## src/design/tdpt_pkg.sv

```systemverilog
`timescale 1ns / 1ps

package tdpt_pkg;

   // Commands from the controller to the datapath.
   typedef struct packed {
      logic load;        // capture a new item and restart the divisor
      logic div_init;    // clear the remainder and reload the dividend shifter
      logic div_step;    // one restoring division step
      logic next_div;    // advance the divisor and its square
      logic out_load;    // move the finished item into the result register
      logic prime_flag;  // verdict to store with out_load
   } cmd_type;

   // Status from the datapath to the controller.
   typedef struct packed {
      logic not_candidate;  // negative, zero or one
      logic small_prime;    // two or three
      logic sq_over;        // divisor squared exceeds the value
      logic rem_next_zero;  // remainder after the current step is zero
   } sts_type;

endpackage

```

## src/design/tdpt_datapath.sv

```systemverilog
`timescale 1ns / 1ps

module tdpt_datapath import tdpt_pkg::*; #(
   parameter int DATA_WIDTH = 32
) (
   input  logic                  clock,
   input  logic [DATA_WIDTH-1:0] req_value,
   input  logic                  req_last_item,
   input  cmd_type               cmd,
   output sts_type               sts,
   output logic [DATA_WIDTH-1:0] rsp_value_out,
   output logic                  rsp_is_prime,
   output logic                  rsp_last_out
);
   localparam int SQ_W = DATA_WIDTH + 1;

   logic [DATA_WIDTH-1:0] val_ff, val_in;
   logic                  last_ff, last_in;
   logic [DATA_WIDTH-1:0] div_ff, div_in;
   logic [SQ_W-1:0]       sq_ff, sq_in;
   logic [DATA_WIDTH-1:0] rem_ff, rem_in;
   logic [DATA_WIDTH-1:0] sh_ff, sh_in;
   logic [DATA_WIDTH-1:0] value_out_ff, value_out_in;
   logic                  is_prime_ff, is_prime_in;
   logic                  last_out_ff, last_out_in;

   logic [SQ_W-1:0]       trial;
   logic [SQ_W-1:0]       diff;
   logic [DATA_WIDTH-1:0] rem_next;

   // One restoring step: bring in the next dividend bit, subtract if it fits.
   always_comb begin
      trial    = {rem_ff, sh_ff[DATA_WIDTH-1]};
      diff     = trial - {1'b0, div_ff};
      rem_next = (trial >= {1'b0, div_ff}) ? diff[DATA_WIDTH-1:0] : trial[DATA_WIDTH-1:0];
   end

   always_comb begin
      sts.not_candidate = val_ff[DATA_WIDTH-1] || (val_ff <= DATA_WIDTH'(1));
      sts.small_prime   = (val_ff == DATA_WIDTH'(2)) || (val_ff == DATA_WIDTH'(3));
      sts.sq_over       = sq_ff > {1'b0, val_ff};
      sts.rem_next_zero = (rem_next == '0);
   end

   always_comb begin
      val_in       = val_ff;
      last_in      = last_ff;
      div_in       = div_ff;
      sq_in        = sq_ff;
      rem_in       = rem_ff;
      sh_in        = sh_ff;
      value_out_in = value_out_ff;
      is_prime_in  = is_prime_ff;
      last_out_in  = last_out_ff;
      if (cmd.load) begin
         val_in  = req_value;
         last_in = req_last_item;
         div_in  = DATA_WIDTH'(2);
         sq_in   = SQ_W'(4);
      end
      if (cmd.div_init) begin
         rem_in = '0;
         sh_in  = val_ff;
      end
      if (cmd.div_step) begin
         rem_in = rem_next;
         sh_in  = {sh_ff[DATA_WIDTH-2:0], 1'b0};
      end
      // (d + 1)^2 = d^2 + 2d + 1, so the square needs only an adder.
      if (cmd.next_div) begin
         div_in = div_ff + DATA_WIDTH'(1);
         sq_in  = sq_ff + {div_ff, 1'b0} + SQ_W'(1);
      end
      if (cmd.out_load) begin
         value_out_in = val_ff;
         is_prime_in  = cmd.prime_flag;
         last_out_in  = last_ff;
      end
   end

   always_ff @(posedge clock) begin
      val_ff       <= val_in;
      last_ff      <= last_in;
      div_ff       <= div_in;
      sq_ff        <= sq_in;
      rem_ff       <= rem_in;
      sh_ff        <= sh_in;
      value_out_ff <= value_out_in;
      is_prime_ff  <= is_prime_in;
      last_out_ff  <= last_out_in;
   end

   assign rsp_value_out = value_out_ff;
   assign rsp_is_prime  = is_prime_ff;
   assign rsp_last_out  = last_out_ff;
endmodule

```

## config.mk

```make
export PLATFORM = sky130hd
export DESIGN_NAME = tdpt_datapath
export DESIGN_NICKNAME = d
export VERILOG_FILES = /design/src/design/tdpt_pkg.sv /design/src/design/tdpt_datapath.sv
export SDC_FILE = /design/constraint.sdc
export NUM_CORES = 1
export LEC_CHECK = 0
export ABC_AREA = 1
export ABC_CLOCK_PERIOD_IN_PS = 4400
export BUFFER_PORTS_ARGS = -buffer_cell sky130_fd_sc_hd__buf_2
export CAP_MARGIN = 20
export CORE_ASPECT_RATIO = 2
export CORE_MARGIN = 3
export CORE_UTILIZATION = 40
export CTS_CLUSTER_SIZE = 30
export DETAILED_ROUTE_END_ITERATION = 12
export PLACE_DENSITY = 0.55
export SLEW_MARGIN = 20
export SYNTH_ARGS = -nofsm -noshare
export SYNTH_HDL_FRONTEND = slang
export SYNTH_SLANG_ARGS = --single-unit
```

## constraint.sdc

```tcl
create_clock -name clock -period 4.4 [get_ports clock]
set_clock_uncertainty 0.15 [all_clocks]
set_input_delay 0.88 -clock clock [delete_from_list [all_inputs] [get_ports clock]]
set_output_delay 0.88 -clock clock [all_outputs]
set_load 0.02 [all_outputs]
```

==> flow_summary.json, run 1 <==
{
  "grt.met3_usage_pct": 2.486,
  "setup_viol_count_final": 0,
  "cp-end-kind": "output port",
  "drt-total-wl_mm": 41.67,
  "setup-tns-final_ps": 0,
  "number_of_synthesized_flops_with_an_enable_pin": 195,
  "ordered_list_of_cells_on_the_worst_path": "ha_4, nand2_2, buf_4, nor2_2, buf_4, and3_1, and2_1, nand2_1, nand2_1, nand2_1, nand3_1, nand2_1, nor2_1, nand2_1, nor2_2, nand2_2, nor2_4, buf_6",
  "route.vias.total": 11720,
  "p_seq_share_pct": 27.6,
  "use_met2_pct": 46.53,
  "max_stage_delay_ps": 440,
  "p_per_area_mw_per_mm2": 612.1,
  "synthesis.nets": 1794,
  "synth.lib_cells_used.distinct": 50,
  "achievable-frequency_mhz": 234.5,
  "mostFrequentLayoutCells": "nand2_1, inv_1, edfxtp_1",
  "worstPathMaxFanout": 5,
  "gr-usage-all-layers_pct": 23.40,
  "clock_path_buffers": 2,
  "mappedNetlistArea_sq_mm": 0.01322,
  "design.portCount": 78,
  "crit_slowest_cell": "edfxtp_1",
  "pin_count_of_the_biggest_net_entering_global_routing": 64,
  "globalRoute.totalOverflow": 0,
  "worstPathRequired_ps": 3370,
  "mean_number_of_vias_per_cell": 5.137,
  "timing.final.max_slew_violations": 0,
  "cts.htree.levels": 4,
  "synth-main-ff-cell": "edfxtp_1",
  "ys_seq_elements": 196,
  "netSwitchingFraction_pct": 44.42,
  "status": "complete, no violations",
  "cts_tree": "yes",
  "grt.busiest_layer": "met2",
  "seq_area_frac_synth_pct": 44.44,
  "pwr-share-clk_pct": 16.0,
  "clkSinkCount": 196,
  "critical_path.n_buffers_inverters": 3,
  "clk_latency_ps": 460,
  "p_leak_uw": 0.007391,
  "dp_hpwl_mm": 33.35,
  "synthCells": 1656,
  "fp-row-count": 93,
  "initial_cell_density_of_the_core_pct": 40.87,
  "die_h_um": 263.1,
  "port-buffer-count": 77,
  "worst_path_dominant_cell_family": "simple AND/OR/NAND/NOR gates",
  "min_clock_period_post_route_ps": 4265,
  "hp-class": "flip-flop to flip-flop",
  "syn_avg_cell_area_sq_um": 7.983,
  "die_width_um": 134.6,
  "area_growth_syn_to_layout_pct": 21.98,
  "report.power.total_uw": 9870,
  "drt-pass1-iter-count": 7,
  "numCtsBuffers": 17,
  "floorplan.die_area_sq_mm": 0.03540,
  "clk_pin_slew_worst_paths_ps": 80,
  "antennaDiodeCount": 0,
  "drtIter0Drc": 622,
  "critical_path_class": "flip-flop to output port",
  "worst_ir_drop_vdd_mv": 0.2803,
  "final.period_utilization_pct": 96.93,
  "clk_root_buffer_cell": "clkbuf_16",
  "timing.final.hold_violations": 0,
  "drive_above_1_share_pct": 19.36,
  "max_cap_viol_count": 0,
  "num-fill-cells": 3231,
  "initial_antenna_violation_count": 0,
  "placeableCoreArea_sq_mm": 0.03235,
  "drc": 0,
  "synth-async-reset-ratio_pct": 0,
  "p_sw_uw": 4384,
  "route.detailed.wl_per_inst_um": 18.27,
  "cp.arrival_ps": 3230,
  "comb_pwr_share_pct": 56.5,
  "worstSetupStartpointType": "flip-flop",
  "gp_congestion": 0.9109,
  "most_common_library_cell_in_the_layout_ignoring_fill_and_taps": "nand2_1",
  "ys.warnings.count": 0,
  "grt_pass1_vias": 12010,
  "critical-path-top-cell-by-count": "nand2_1",
  "antenna_left": 0,
  "post_dp_cell_area_sq_mm": 0.01461,
  "whs_ps": 271.5,
  "power.internal_uw": 5486,
  "max-slew-margin-rel_pct": 37.39,
  "nNetsFinal": 1981,
  "r2r_setup_slack_ps": 1100,
  "groute.layer.met1.usage_pct": 22.00,
  "worst_slew_pin_slew_ps": 939.1,
  "grt_first_pass_wirelength_mm": 63.28,
  "design_area_sq_mm": 0.01613
}
## flip-flops by register name (all words and copies together), names as in the netlist
signal / cells
sq_ff: 33
rsp_is_prime: 1
val_ff: 32
div_ff: 32
sh_ff: 32
rsp_last_out: 1
rsp_value_out: 32
last_ff: 1
rem_ff: 32
## power groups by stage
stage	registers, uW	logic [uW]	clock network (uW)
after floorplan	2660	3130	0
after global placement	2710	4720	0
after detailed placement	2710	4720	0
after CTS	2670	4840	1600
after global routing	2750	6230	1670
final	2720	5570	1580
## logic make-up (layout without fill, tap and decap cells)
family / after synthesis / in the layout / synth area share [%]
buf+inv: 293 / 489 / 8.546
fa+ha+maj: 98 / 98 / 9.389
simple gates: 765 / 767 / 24.70
xor+xnor: 17 / 17 / 1.126
compound gates: 287 / 287 / 11.79
flops: 196 / 196 / 44.44
## cell usage after synthesis (3+ instances only)
cell	instances	share of area [%]
nor2_1	140	4.0
clkbuf_1	17	0.48
inv_1	262	7.4
a211oi_1	3	0.17
nand2_2	16	0.76
ha_1	96	9.1
nand3_1	78	3.0
clkinv_1	3	0.085
inv_2	5	0.14
a21boi_0	3	0.17
nor3_1	30	1.1
xor2_1	16	1.1
edfxtp_1	195	44
a21oi_1	141	5.3
nand3b_1	6	0.34
nand2_1	435	12
nor4_1	13	0.62
o21a_1	13	0.74
and2_1	5	0.24
nor2_2	7	0.33
nand4_1	22	1.0
o221ai_1	3	0.20
a31oi_1	6	0.28
or2_2	3	0.14
a21o_1	9	0.51
o21ai_0	100	3.8
## per-stage QoR
| step | cells | utilization (%) | setup WS (ps) |
|---|---|---|---|
| after floorplan | 1656 | - | 964.1 |
| after global placement | 2215 | 45.17 | 296.0 |
| after detailed placement | 2215 | 45.17 | 292.7 |
| after CTS | 2247 | 47.25 | 1.017 |
| after global routing | 2281 | 49.85 | -23.73 |
| final | 2281 | 49.85 | 135.2 |
## layer usage
metal | part of all wire (%) | vias up
met1 | 34 | 5449
met2 | 56 | 234
met3 | 2.3 | 110
li1 | - | 5925
met4 | 7.3 | 0
met5 | 0 | -
## worst paths after layout
check / to / depth (start not counted) / startpoint
max: sts[0] / 18 / rem_ff[26]
min: rsp_last_out / 0 / last_ff
max reg2reg: sq_ff[32] / 12 / div_ff[4]
min reg2reg: rsp_last_out / 0 / last_ff
## cell type report
class | instances | area [sq um] | area share, %
Clock inverter | 10 | 123.9 | 0.7682
Sequential cell | 196 | 5876 | 36.44
Multi-Input combinational cell | 1169 | 6870 | 42.61
Clock buffer | 20 | 436.7 | 2.708
Tap cell | 427 | 534.3 | 3.313
Inverter | 271 | 1022 | 6.339
Timing Repair Buffer | 188 | 1262 | 7.829
## timing repair
item,in CTS,in global routing
hold buffers,0,0
gates cloned,0,3
setup buffers,2,33
gates resized for setup,23,118
hold endpoints to repair,0,0
endpoints found under the setup margin,1,1
pin swaps,0,45
Note: power is estimated with default switching activity, not from simulation.
==> run 2: changes to the inputs <==
--- a/config.mk
+++ b/config.mk
@@ -14,7 +14,6 @@
 export CORE_UTILIZATION = 40
 export CTS_CLUSTER_SIZE = 30
 export DETAILED_ROUTE_END_ITERATION = 12
-export PLACE_DENSITY = 0.55
 export SLEW_MARGIN = 20
 export SYNTH_ARGS = -nofsm -noshare
 export SYNTH_HDL_FRONTEND = slang
==> flow_summary.json, run 2 (same netlist as run 1, synthesis figures left out) <==
{
  "status": "complete, no violations",
  "timing.final.max_slew_violations": 0,
  "critical_path.n_buffers_inverters": 2,
  "critical_path_class": "flip-flop to output port",
  "die_width_um": 134.6,
  "worst_setup_path_endpoint": "sts[0]",
  "achievable-frequency_mhz": 232.6,
  "gr-usage-all-layers_pct": 22.32,
  "antennaDiodeCount": 0,
  "largest_register": "sq_ff",
  "cts_tree": "yes",
  "nNetsFinal": 1942,
  "worst_ir_drop_vdd_mv": 0.2193,
  "design.portCount": 78,
  "clk_latency_ps": 460,
  "min_clock_period_post_route_ps": 4299,
  "max_cap_viol_count": 0,
  "dp_hpwl_mm": 31.40,
  "largest_register_ff_count": 33,
  "worstSetupPathDepth": 16,
  "ordered_list_of_cells_on_the_worst_path": "ha_4, nand2_1, nor2_4, nand3_1, nand3b_1, nand2_2, nor2_8, buf_4, nand3_1, nand2_1, nor2_2, nand2_1, nor2_1, nand2_2, nor2_4, buf_6",
  "max-slew-margin-rel_pct": 41.14,
  "route.vias.total": 11680,
  "floorplan.die_area_sq_mm": 0.03540,
  "num-fill-cells": 3214,
  "route.detailed.wl_per_inst_um": 17.50,
  "cts_hold_buf": 0,
  "mean_number_of_vias_per_cell": 5.204,
  "timing.final.hold_violations": 0,
  "final-seq-area_sq_mm": 0.005876,
  "p_per_area_mw_per_mm2": 598.7,
  "clk_pin_slew_worst_paths_ps": 80,
  "drt-pass1-iter-count": 7,
  "initial_antenna_violation_count": 1,
  "initial_cell_density_of_the_core_pct": 40.87,
  "r2r-start": "div_ff[8]",
  "timing.critical_path.from": "rem_ff[26]",
  "cp-end-kind": "output port",
  "cp.arrival_ps": 3270,
  "hp-class": "flip-flop to flip-flop",
  "pin_count_of_the_biggest_net_entering_global_routing": 66,
  "globalRoute.totalOverflow": 0,
  "hold_start": "last_ff",
  "placeableCoreArea_sq_mm": 0.03235,
  "antenna_left": 0,
  "clock_path_buffers": 2,
  "r2r_setup_slack_ps": 1200,
  "worstSetupStartpointType": "flip-flop",
  "report.power.total_uw": 9401,
  "clk_root_buffer_cell": "clkbuf_16",
  "rr_worst_depth": 11,
  "drtIter0Drc": 614,
  "area_growth_syn_to_layout_pct": 18.78,
  "critical-path-top-cell-by-count": "nand2_1",
  "die_h_um": 263.1,
  "crit_slowest_cell": "edfxtp_1",
  "drt-total-wl_mm": 39.27,
  "drc": 0,
  "fp-row-count": 93,
  "final.period_utilization_pct": 97.70,
  "gp_congestion": 1.080,
  "p_leak_uw": 0.007191,
  "mostFrequentLayoutCells": "nand2_1, inv_1, edfxtp_1",
  "port-buffer-count": 77,
  "grt_first_pass_wirelength_mm": 61.37,
  "drive_above_1_share_pct": 16.90,
  "clkSinkCount": 196,
  "numCtsBuffers": 17,
  "max_stage_delay_ps": 470,
  "most_common_library_cell_in_the_layout_ignoring_fill_and_taps": "nand2_1",
  "setup_viol_count_final": 0,
  "setup-tns-final_ps": 0,
  "crit-reg2reg-capture": "sq_ff[32]",
  "worst_path_dominant_cell_family": "simple AND/OR/NAND/NOR gates",
  "cts.htree.levels": 4,
  "worst_slew_pin_slew_ps": 883.0,
  "multiInputGateArea_sq_mm": 0.006678,
  "worstPathMaxFanout": 16,
  "worstPathRequired_ps": 3370,
  "grt_pass1_vias": 11850
}
[run 2: final cells by class]
cell class              instances  area share [%]
well taps                     427           3.402
clock inverters                15           1.219
flip-flops and latches        196           37.42
repair buffers                151           6.215
multi-input cells            1167           42.53
inverters                     271           6.510
clock buffers                  17           2.709
[run 2: worst min-delay path by stage]
stage	slack, ps	cells past startpoint	to
after floorplan	250	0	rsp_last_out
final	290	0	rsp_last_out
after global routing	300	0	rsp_last_out
after detailed placement	280	0	rsp_last_out
after CTS	300	0	rsp_last_out
after global placement	250	0	rsp_last_out
[run 2: stage by stage]
stage	cell area (sq um)	utilization (%)	hold WS, ps	setup WS (ps)	cells
2_1_floorplan	13220	-	250.3	964.1	1656
4_1_cts	15300	47.28	295.2	9.159	2228
3_5_place_dp	14380	44.44	277.6	-88.12	2180
5_1_grt	15700	48.54	300.0	-11.93	2244
3_3_place_gp	14380	44.44	252.9	-19.33	2180
6_report	15700	48.54	289.0	101.2	2244
[run 2: what timing repair did]
action                                  CTS  global route
pin swaps                                 5             9
endpoints found under the setup margin    1             1
gates resized for setup                  33            69
buffers inserted                         16            16
[run 2: per-layer routing]
layer / track usage [%] / wire length, um / vias up
li1: - / - / 5835
met5: 0 / 0 / -
met3: 2.046 / 1043 / 112
met1: 21.27 / 13290 / 5422
met2: 44.16 / 22220 / 308
met4: 14.02 / 2717 / 0
[run 2: power by group]
group	switching [uW]	internal, uW
Sequential	257	2470
Combinational	3160	1880
Clock	770	863
Total	4190	5210
